$ cat src/rtl/otp_pkg.sv
// Package: shared types and constants of the one-shot timer pool.
package otp_pkg;

   // Widths of the fixed request and response fields.
   localparam int DURATION_W = 16;
   localparam int TAG_W      = 8;
   localparam int KIND_W     = 2;
   localparam int SLOT_W     = 3;

   // Request kinds.
   localparam logic REQ_START = 1'b0;
   localparam logic REQ_TICK  = 1'b1;

   // Response kinds.
   localparam logic [KIND_W-1:0] RK_START   = 2'd0;
   localparam logic [KIND_W-1:0] RK_EXPIRED = 2'd1;
   localparam logic [KIND_W-1:0] RK_DONE    = 2'd2;

   // Sequencer states.
   typedef enum logic [1:0] {
      ST_IDLE,
      ST_FETCH,
      ST_CHECK,
      ST_DONE
   } state_type;

endpackage

$ cat src/rtl/otp_ram.sv
// Generic single-port-write, single-port-read RAM with registered read data.
module otp_ram #(
   parameter int WIDTH = 16,
   parameter int DEPTH = 8,
   localparam int ADDR_W = (DEPTH > 1) ? $clog2(DEPTH) : 1
) (
   input  logic              clock,
   input  logic              wr_en,
   input  logic [ADDR_W-1:0] wr_addr,
   input  logic [WIDTH-1:0]  wr_data,
   input  logic [ADDR_W-1:0] rd_addr,
   output logic [WIDTH-1:0]  rd_data
);

   logic [WIDTH-1:0] mem [DEPTH];
   logic [WIDTH-1:0] rd_data_ff;

   always_ff @(posedge clock) begin
      if (wr_en) begin
         mem[wr_addr] <= wr_data;
      end
      rd_data_ff <= mem[rd_addr];
   end

   assign rd_data = rd_data_ff;

endmodule

$ cat src/rtl/one_shot_timer_pool.sv
// Top level: one-shot countdown timer pool with RAM-held slot state.
//
//  Channel  | Handshake                 | Payload
//  ---------+---------------------------+-----------------------------------------
//  request  | start & !busy             | req_kind, req_duration, req_handler_tag
//  response | rsp_strobe (one cycle)    | rsp_result_kind, rsp_slot, rsp_pool_full,
//           |                           | rsp_expired_tag, rsp_source_running,
//           |                           | rsp_last
//
// Walk: the sequencer walks the slot RAMs one slot per cycle after a read fetch.
// A start beat stops at the first free slot, or after the last slot when the pool is
// full; a tick beat goes through the fetch, a check of every slot, then tick done.
// Each response beat is registered and leaves in the cycle after the state that
// made it (its slot check, or tick done).
// Reset: synchronous, active high; clears the sequencer, the per-slot valid bits
// (an unwritten count reads as zero, so every slot starts free) and the tick
// source flag. No clearing pass is needed.
// Stalls: the response side cannot stall; busy is high from accept until the
// last response beat has been registered.
module one_shot_timer_pool
   import otp_pkg::*;
#(
   parameter int SLOTS = 8
) (
   input  logic                  clock,
   input  logic                  reset,

   input  logic                  start,
   output logic                  busy,
   input  logic                  req_kind,
   input  logic [DURATION_W-1:0] req_duration,
   input  logic [TAG_W-1:0]      req_handler_tag,

   output logic                  rsp_strobe,
   output logic [KIND_W-1:0]     rsp_result_kind,
   output logic [SLOT_W-1:0]     rsp_slot,
   output logic                  rsp_pool_full,
   output logic [TAG_W-1:0]      rsp_expired_tag,
   output logic                  rsp_source_running,
   output logic                  rsp_last
);

   localparam int IDX_W = (SLOTS > 1) ? $clog2(SLOTS) : 1;
   localparam logic [IDX_W-1:0] LAST_IDX = IDX_W'(SLOTS - 1);

   // Sequencer and latched request
   state_type             state_ff, state_in;
   logic [IDX_W-1:0]      idx_ff, idx_in;
   logic                  kind_ff, kind_in;
   logic [DURATION_W-1:0] dur_ff, dur_in;
   logic [TAG_W-1:0]      tag_ff, tag_in;
   logic                  any_ff, any_in;       // some slot was counting this tick
   logic                  enabled_ff, enabled_in;
   logic [SLOTS-1:0]      valid_ff, valid_in;   // slot RAM entry has been written

   // Response register
   logic                  strobe_ff, strobe_in;
   logic [KIND_W-1:0]     rkind_ff, rkind_in;
   logic [SLOT_W-1:0]     rslot_ff, rslot_in;
   logic                  rfull_ff, rfull_in;
   logic [TAG_W-1:0]      rtag_ff, rtag_in;
   logic                  rrun_ff, rrun_in;
   logic                  rlast_ff, rlast_in;

   // RAM ports
   logic                  wr_en;
   logic [DURATION_W-1:0] wr_count;
   logic [IDX_W-1:0]      rd_addr;
   logic [DURATION_W-1:0] count_q;
   logic [TAG_W-1:0]      tag_q;
   logic [DURATION_W-1:0] count_cur;
   logic [5:0]            idx_wide;
   logic                  accept;

   assign accept = start && (state_ff == ST_IDLE);
   assign busy   = (state_ff != ST_IDLE);

   otp_ram #(.WIDTH(DURATION_W), .DEPTH(SLOTS)) u_count_ram (
      .clock   (clock),
      .wr_en   (wr_en),
      .wr_addr (idx_ff),
      .wr_data (wr_count),
      .rd_addr (rd_addr),
      .rd_data (count_q)
   );

   // Tags are only written by a start; a tick never rewrites them.
   otp_ram #(.WIDTH(TAG_W), .DEPTH(SLOTS)) u_tag_ram (
      .clock   (clock),
      .wr_en   (wr_en && (kind_ff == REQ_START)),
      .wr_addr (idx_ff),
      .wr_data (tag_ff),
      .rd_addr (rd_addr),
      .rd_data (tag_q)
   );

   // A never-written count entry reads as zero (free slot).
   assign count_cur = valid_ff[idx_ff] ? count_q : '0;
   assign idx_wide  = 6'(idx_ff);

   always_ff @(posedge clock) begin
      if (reset) begin
         state_ff   <= ST_IDLE;
         valid_ff   <= '0;
         enabled_ff <= 1'b0;
         strobe_ff  <= 1'b0;
      end else begin
         state_ff   <= state_in;
         valid_ff   <= valid_in;
         enabled_ff <= enabled_in;
         strobe_ff  <= strobe_in;
      end
   end

   always_ff @(posedge clock) begin
      idx_ff   <= idx_in;
      kind_ff  <= kind_in;
      dur_ff   <= dur_in;
      tag_ff   <= tag_in;
      any_ff   <= any_in;
      rkind_ff <= rkind_in;
      rslot_ff <= rslot_in;
      rfull_ff <= rfull_in;
      rtag_ff  <= rtag_in;
      rrun_ff  <= rrun_in;
      rlast_ff <= rlast_in;
   end

   always_comb begin
      state_in   = state_ff;
      idx_in     = idx_ff;
      kind_in    = kind_ff;
      dur_in     = dur_ff;
      tag_in     = tag_ff;
      any_in     = any_ff;
      enabled_in = enabled_ff;
      valid_in   = valid_ff;

      strobe_in  = 1'b0;
      rkind_in   = RK_START;
      rslot_in   = '0;
      rfull_in   = 1'b0;
      rtag_in    = '0;
      rrun_in    = enabled_ff;
      rlast_in   = 1'b0;

      wr_en      = 1'b0;
      wr_count   = count_cur - DURATION_W'(1);
      rd_addr    = idx_ff;

      unique case (state_ff)
         ST_IDLE: begin
            if (accept) begin
               kind_in  = req_kind;
               dur_in   = req_duration;
               tag_in   = req_handler_tag;
               idx_in   = '0;
               any_in   = 1'b0;
               state_in = ST_FETCH;
            end
         end

         ST_FETCH: begin
            // Read of slot idx_ff is in flight.
            state_in = ST_CHECK;
         end

         ST_CHECK: begin
            // Prefetch the next slot while this one is checked and written back.
            rd_addr = idx_ff + IDX_W'(1);
            if (kind_ff == REQ_START) begin
               priority if (count_cur == '0) begin
                  wr_en            = 1'b1;
                  wr_count         = dur_ff;
                  valid_in[idx_ff] = 1'b1;
                  enabled_in       = 1'b1;
                  strobe_in        = 1'b1;
                  rslot_in         = idx_wide[SLOT_W-1:0];
                  rrun_in          = 1'b1;
                  rlast_in         = 1'b1;
                  state_in         = ST_IDLE;
               end else if (idx_ff == LAST_IDX) begin
                  // Pool full: nothing stored.
                  strobe_in = 1'b1;
                  rfull_in  = 1'b1;
                  rlast_in  = 1'b1;
                  state_in  = ST_IDLE;
               end else begin
                  idx_in = idx_ff + IDX_W'(1);
               end
            end else begin
               if (count_cur != '0) begin
                  wr_en  = 1'b1;
                  any_in = 1'b1;
                  // A counting slot implies the source is running.
                  if (count_cur == DURATION_W'(1)) begin
                     strobe_in = 1'b1;
                     rkind_in  = RK_EXPIRED;
                     rslot_in  = idx_wide[SLOT_W-1:0];
                     rtag_in   = tag_q;
                  end
               end
               if (idx_ff == LAST_IDX) begin
                  state_in = ST_DONE;
               end else begin
                  idx_in = idx_ff + IDX_W'(1);
               end
            end
         end

         ST_DONE: begin
            enabled_in = any_ff && enabled_ff;
            strobe_in  = 1'b1;
            rkind_in   = RK_DONE;
            rrun_in    = any_ff && enabled_ff;
            rlast_in   = 1'b1;
            state_in   = ST_IDLE;
         end

         default: begin
            state_in = ST_IDLE;
         end
      endcase
   end

   assign rsp_strobe         = strobe_ff;
   assign rsp_result_kind    = rkind_ff;
   assign rsp_slot           = rslot_ff;
   assign rsp_pool_full      = rfull_ff;
   assign rsp_expired_tag    = rtag_ff;
   assign rsp_source_running = rrun_ff;
   assign rsp_last           = rlast_ff;

endmodule

$ cat config.mk
export PLATFORM = sky130hd
export DESIGN_NAME = one_shot_timer_pool
export DESIGN_NICKNAME = d
export VERILOG_FILES = /design/src/rtl/otp_pkg.sv /design/src/rtl/otp_ram.sv /design/src/rtl/one_shot_timer_pool.sv
export SDC_FILE = /design/constraint.sdc
export NUM_CORES = 1
export LEC_CHECK = 0
export CAP_MARGIN = 5
export CORE_MARGIN = 2
export CORE_UTILIZATION = 63
export CTS_CLUSTER_DIAMETER = 200
export CTS_CLUSTER_SIZE = 12
export DETAILED_ROUTE_END_ITERATION = 10
export DONT_BUFFER_PORTS = 1
export MAX_ROUTING_LAYER = met4
export PLACE_DENSITY = 0.79
export SKIP_CTS_REPAIR_TIMING = 1
export SYNTH_ARGS = -nofsm -noshare
export SYNTH_HDL_FRONTEND = slang
export SYNTH_SLANG_ARGS = --single-unit
$ cat constraint.sdc
create_clock -name clock -period 6.7 [get_ports clock]
set_clock_uncertainty 0.2 [all_clocks]
set_input_delay 2.01 -clock clock [delete_from_list [all_inputs] [get_ports clock]]
set_output_delay 2.01 -clock clock [all_outputs]
set_load 0.02 [all_outputs]
==> results.py <==
metrics = {
    "cts": {
        "cts_tree": "built",
        "clk_latency_ns": 0.52,
        "h-tree-depth": 1,
        "clock-sinks": 273,
        "ctsLongestPathBuffers": 3,
        "cts_buffers": 26,
        "cts_root_buf": "clkbuf_16",
        "cts.clk_slew.worst_paths_ns": 0.07,
    },
    "job": {
        "cap_violations": 0,
    },
    "sta": {
        "tns_ns": 0,
        "period_needed_ns": 5.148,
        "finalSetupViolations": 0,
        "report.final.hold_viol_count": 0,
        "report.final.slew_viol_count": 0,
        "fmax_ghz": 0.1943,
        "rsz0062_at_grt": "no",
        "tightest_slew_ns": 1.176,
        "slew_headroom_pct": 21.00,
        "period_share_pct": 76.83,
        "timing.final.ws_setup_ns": 1.552,
        "timing.hold.ws_ns": 0.2271,
    },
    "die": {
        "fp.dieH_um": 135.3,
        "ios": 46,
        "start_util_pct": 65.00,
        "row_count": 47,
        "chipWidth_um": 135.3,
        "core_area_mm2": 0.01670,
        "dieArea_mm2": 0.01830,
    },
    "logic_synthesis": {
        "synth-warning-count": 0,
        "synth-seq-area-share_pct": 70.72,
        "synth-seq-cells": 273,
        "yosys.cell_types.count": 63,
        "synth_edf_count": 221,
        "netlist_area_mm2": 0.01086,
        "synth_fp_nets": 709,
        "synthCells": 674,
        "yosysTopAreaCell": "edfxtp_1",
        "ys.flop_type": "edfxtp_1",
        "synthArstFlopShare_pct": 0,
        "synthTopCellsByArea": "edfxtp_1 61%, dfxtp_1 9.6%, mux2i_1 5.0%",
        "synth_top_area_share_pct": 61.13,
        "syn_avg_cell_area_um2": 16.11,
    },
    "critical_path": {
        "max_stage_delay_ns": 0.94,
        "crit_top_cell": "ha_1",
        "arrival_ns": 5.07,
        "cp_slowest_cell": "nor3_1",
        "cp_cell_sequence": "mux2_2 -> a221oi_2 -> o21ai_2 -> nand2_1 -> ha_1 -> a21boi_1 -> ha_1 -> or3_1 -> nor3_1",
        "path_max_fanout": 16,
        "worstReg2RegStart": "idx_ff[0]$_SDFFCE_PN0P_",
        "critical_path_class": "flop to flop",
        "required_ns": 6.62,
        "cp_num_buf_inv": 0,
        "cp-end-kind": "flop",
        "startpoint": "idx_ff[0]$_SDFFCE_PN0P_",
        "crit_path_start_kind": "flop",
        "path_delay_family": "simple AND/OR/NAND/NOR gates",
    },
    "route": {
        "viasPerCell": 6.229,
        "wire_per_inst_um": 23.15,
        "antenna_left": 0,
        "dr.pass1.iters": 5,
        "drt_iter0_drc": 728,
        "drc": 0,
        "vias": 5749,
        "wl_mm": 21.37,
    },
    "run_status": {
        "status": "finished clean",
    },
    "placement": {
        "post-place-ws_ns": 1.679,
        "gp_congestion": 0.8307,
        "io_buffers": 0,
        "hpwl_mm": 12.86,
    },
    "final_layout": {
        "drive_above_1_share_pct": 16.22,
        "utilization_pct": 70.72,
        "nNetsFinal": 718,
        "n_fill_cell": 1064,
        "area_growth_pct": 8.806,
        "antenna_cells": 0,
    },
    "power_and_ir_drop": {
        "power_density_mw_per_mm2": 311.0,
        "p_leak_uw": 0.004029,
        "vdd_drop_max_mv": 0.2195,
    },
    "hold_path": {
        "hp-class": "flop to flop",
        "hp-start": "u_tag_ram.rd_data[2]$_DFF_P_",
    },
    "global_route": {
        "grt_pass1_vias": 5836,
        "overflow": 0,
        "grtUsageTotal_pct": 24.62,
        "grt_pass1_wl_mm": 32.70,
        "grt_start_max_net_pins": 49,
        "antenna_found_initial": 0,
    },
}
==> metrics by stage <==
stage | area (um2) | power, uW | cells
floorplan | 10860 | 2295 | 674
global placement | 11060 | 2365 | 875
detailed placement | 11060 | 2380 | 875
CTS | 11810 | 3688 | 923
global route | 11810 | 3795 | 923
finish | 11810 | 3673 | 923
==> cell usage after synthesis (2+ instances only) <==
library cell / number
a211oi_1: 2
a21o_1: 6
a21oi_1: 18
a221oi_2: 2
a2bb2oi_1: 3
a311o_1: 2
and2_1: 11
and4_1: 2
buf_1: 2
buf_2: 5
buf_4: 2
buf_6: 3
buf_8: 5
clkbuf_1: 15
dfxtp_1: 52
edfxtp_1: 221
ha_1: 7
inv_1: 19
mux2_2: 29
mux2i_1: 54
mux4_2: 24
nand2_1: 43
nand2b_1: 6
nand3_1: 8
nand4_1: 3
nand4bb_1: 2
nor2_1: 25
nor2b_1: 5
nor3_1: 8
nor4_1: 7
o211ai_1: 4
o21a_1: 6
o21ai_0: 21
o21ai_1: 10
o22ai_1: 3
or2_2: 3
or3_1: 3
or4_1: 2
xnor2_1: 7
==> logic make-up after synthesis <==
logic type | synth area share [%]
flip-flops | 70.72
AND/OR/NAND/NOR | 6.409
multiplexers | 13.11
AO/OA/AOI/OAI | 5.314
buffers and inverters | 2.743
XOR/XNOR | 0.8991
adder cells (fa/ha/maj) | 0.8068
==> path summary, 6_finish.rpt <==
check | slack [ns] | depth (start not counted) | endpoint
worst max-delay path | 1.55 | 9 | u_tag_ram.mem[5][1]$_DFFE_PP_
worst max register to register | 1.55 | 9 | u_tag_ram.mem[5][1]$_DFFE_PP_
worst min-delay path | 0.23 | 1 | rsp_expired_tag[2]$_SDFF_PN0_
worst min register to register | 0.23 | 1 | rsp_expired_tag[2]$_SDFF_PN0_
==> state kept, by name, summed over array words and instances, names as in the netlist <==
| name | count |
|---|---|
| u_tag_ram.mem | 64 |
| tag_ff | 8 |
| enabled_ff | 1 |
| rsp_pool_full | 1 |
| rsp_result_kind | 2 |
| any_ff | 1 |
| rsp_last | 1 |
| state_ff | 2 |
| dur_ff | 16 |
| rsp_expired_tag | 8 |
| u_count_ram.mem | 128 |
| valid_ff | 8 |
| rsp_strobe | 1 |
| rsp_source_running | 1 |
| idx_ff | 3 |
| kind_ff | 1 |
| rsp_slot | 3 |
| u_count_ram.rd_data | 16 |
| u_tag_ram.rd_data | 8 |
==> cells in the final DEF, fill, tap and decap left out, types with 20 or more instances in the layout <==
cell type,netlist,final
mux2_2,29,29
mux2i_1,54,53
edfxtp_1,221,221
dfxtp_1,52,52
o21ai_0,21,20
clkbuf_16,0,27
clkbuf_1,15,20
nor2_1,25,24
nand2_1,43,43
mux4_2,24,24
==> cell type report <==
class,instances,area (um2),share of cell area [%]
clock inverters,1,5.005,0.04237
flip-flops and latches,273,7677,65.00
repair buffers,14,105.1,0.8898
clock buffers,47,750.7,6.356
multi-input cells,348,2918,24.70
inverters,20,80.08,0.6780
well taps,220,275.3,2.331
==> worst register-to-register path, stage by stage, from the launching register on <==
cell	delay, ns
edfxtp_1	0.75
mux2_2	0.42
a221oi_2	0.47
o21ai_2	0.33
nand2_1	0.24
ha_1	0.28
a21boi_1	0.32
ha_1	0.30
or3_1	0.49
nor3_1	0.94
==> per-layer routing <==
metal	vias to the layer above	share of wire (%)	GRT usage, %	wire [um]
met1	2860	42	35.19	8942
li1	2579	-	-	-
met3	38	8.9	3.741	1894
met4	0	1.9	6.076	416
met5	-	0	-	0
met2	272	47	38.21	10110
==> power by group <==
group / switching [uW] / internal [uW]
sequential: 58.6 / 1920
combinational: 217 / 155
clock: 569 / 751
Power figures use the tool's default switching activity.
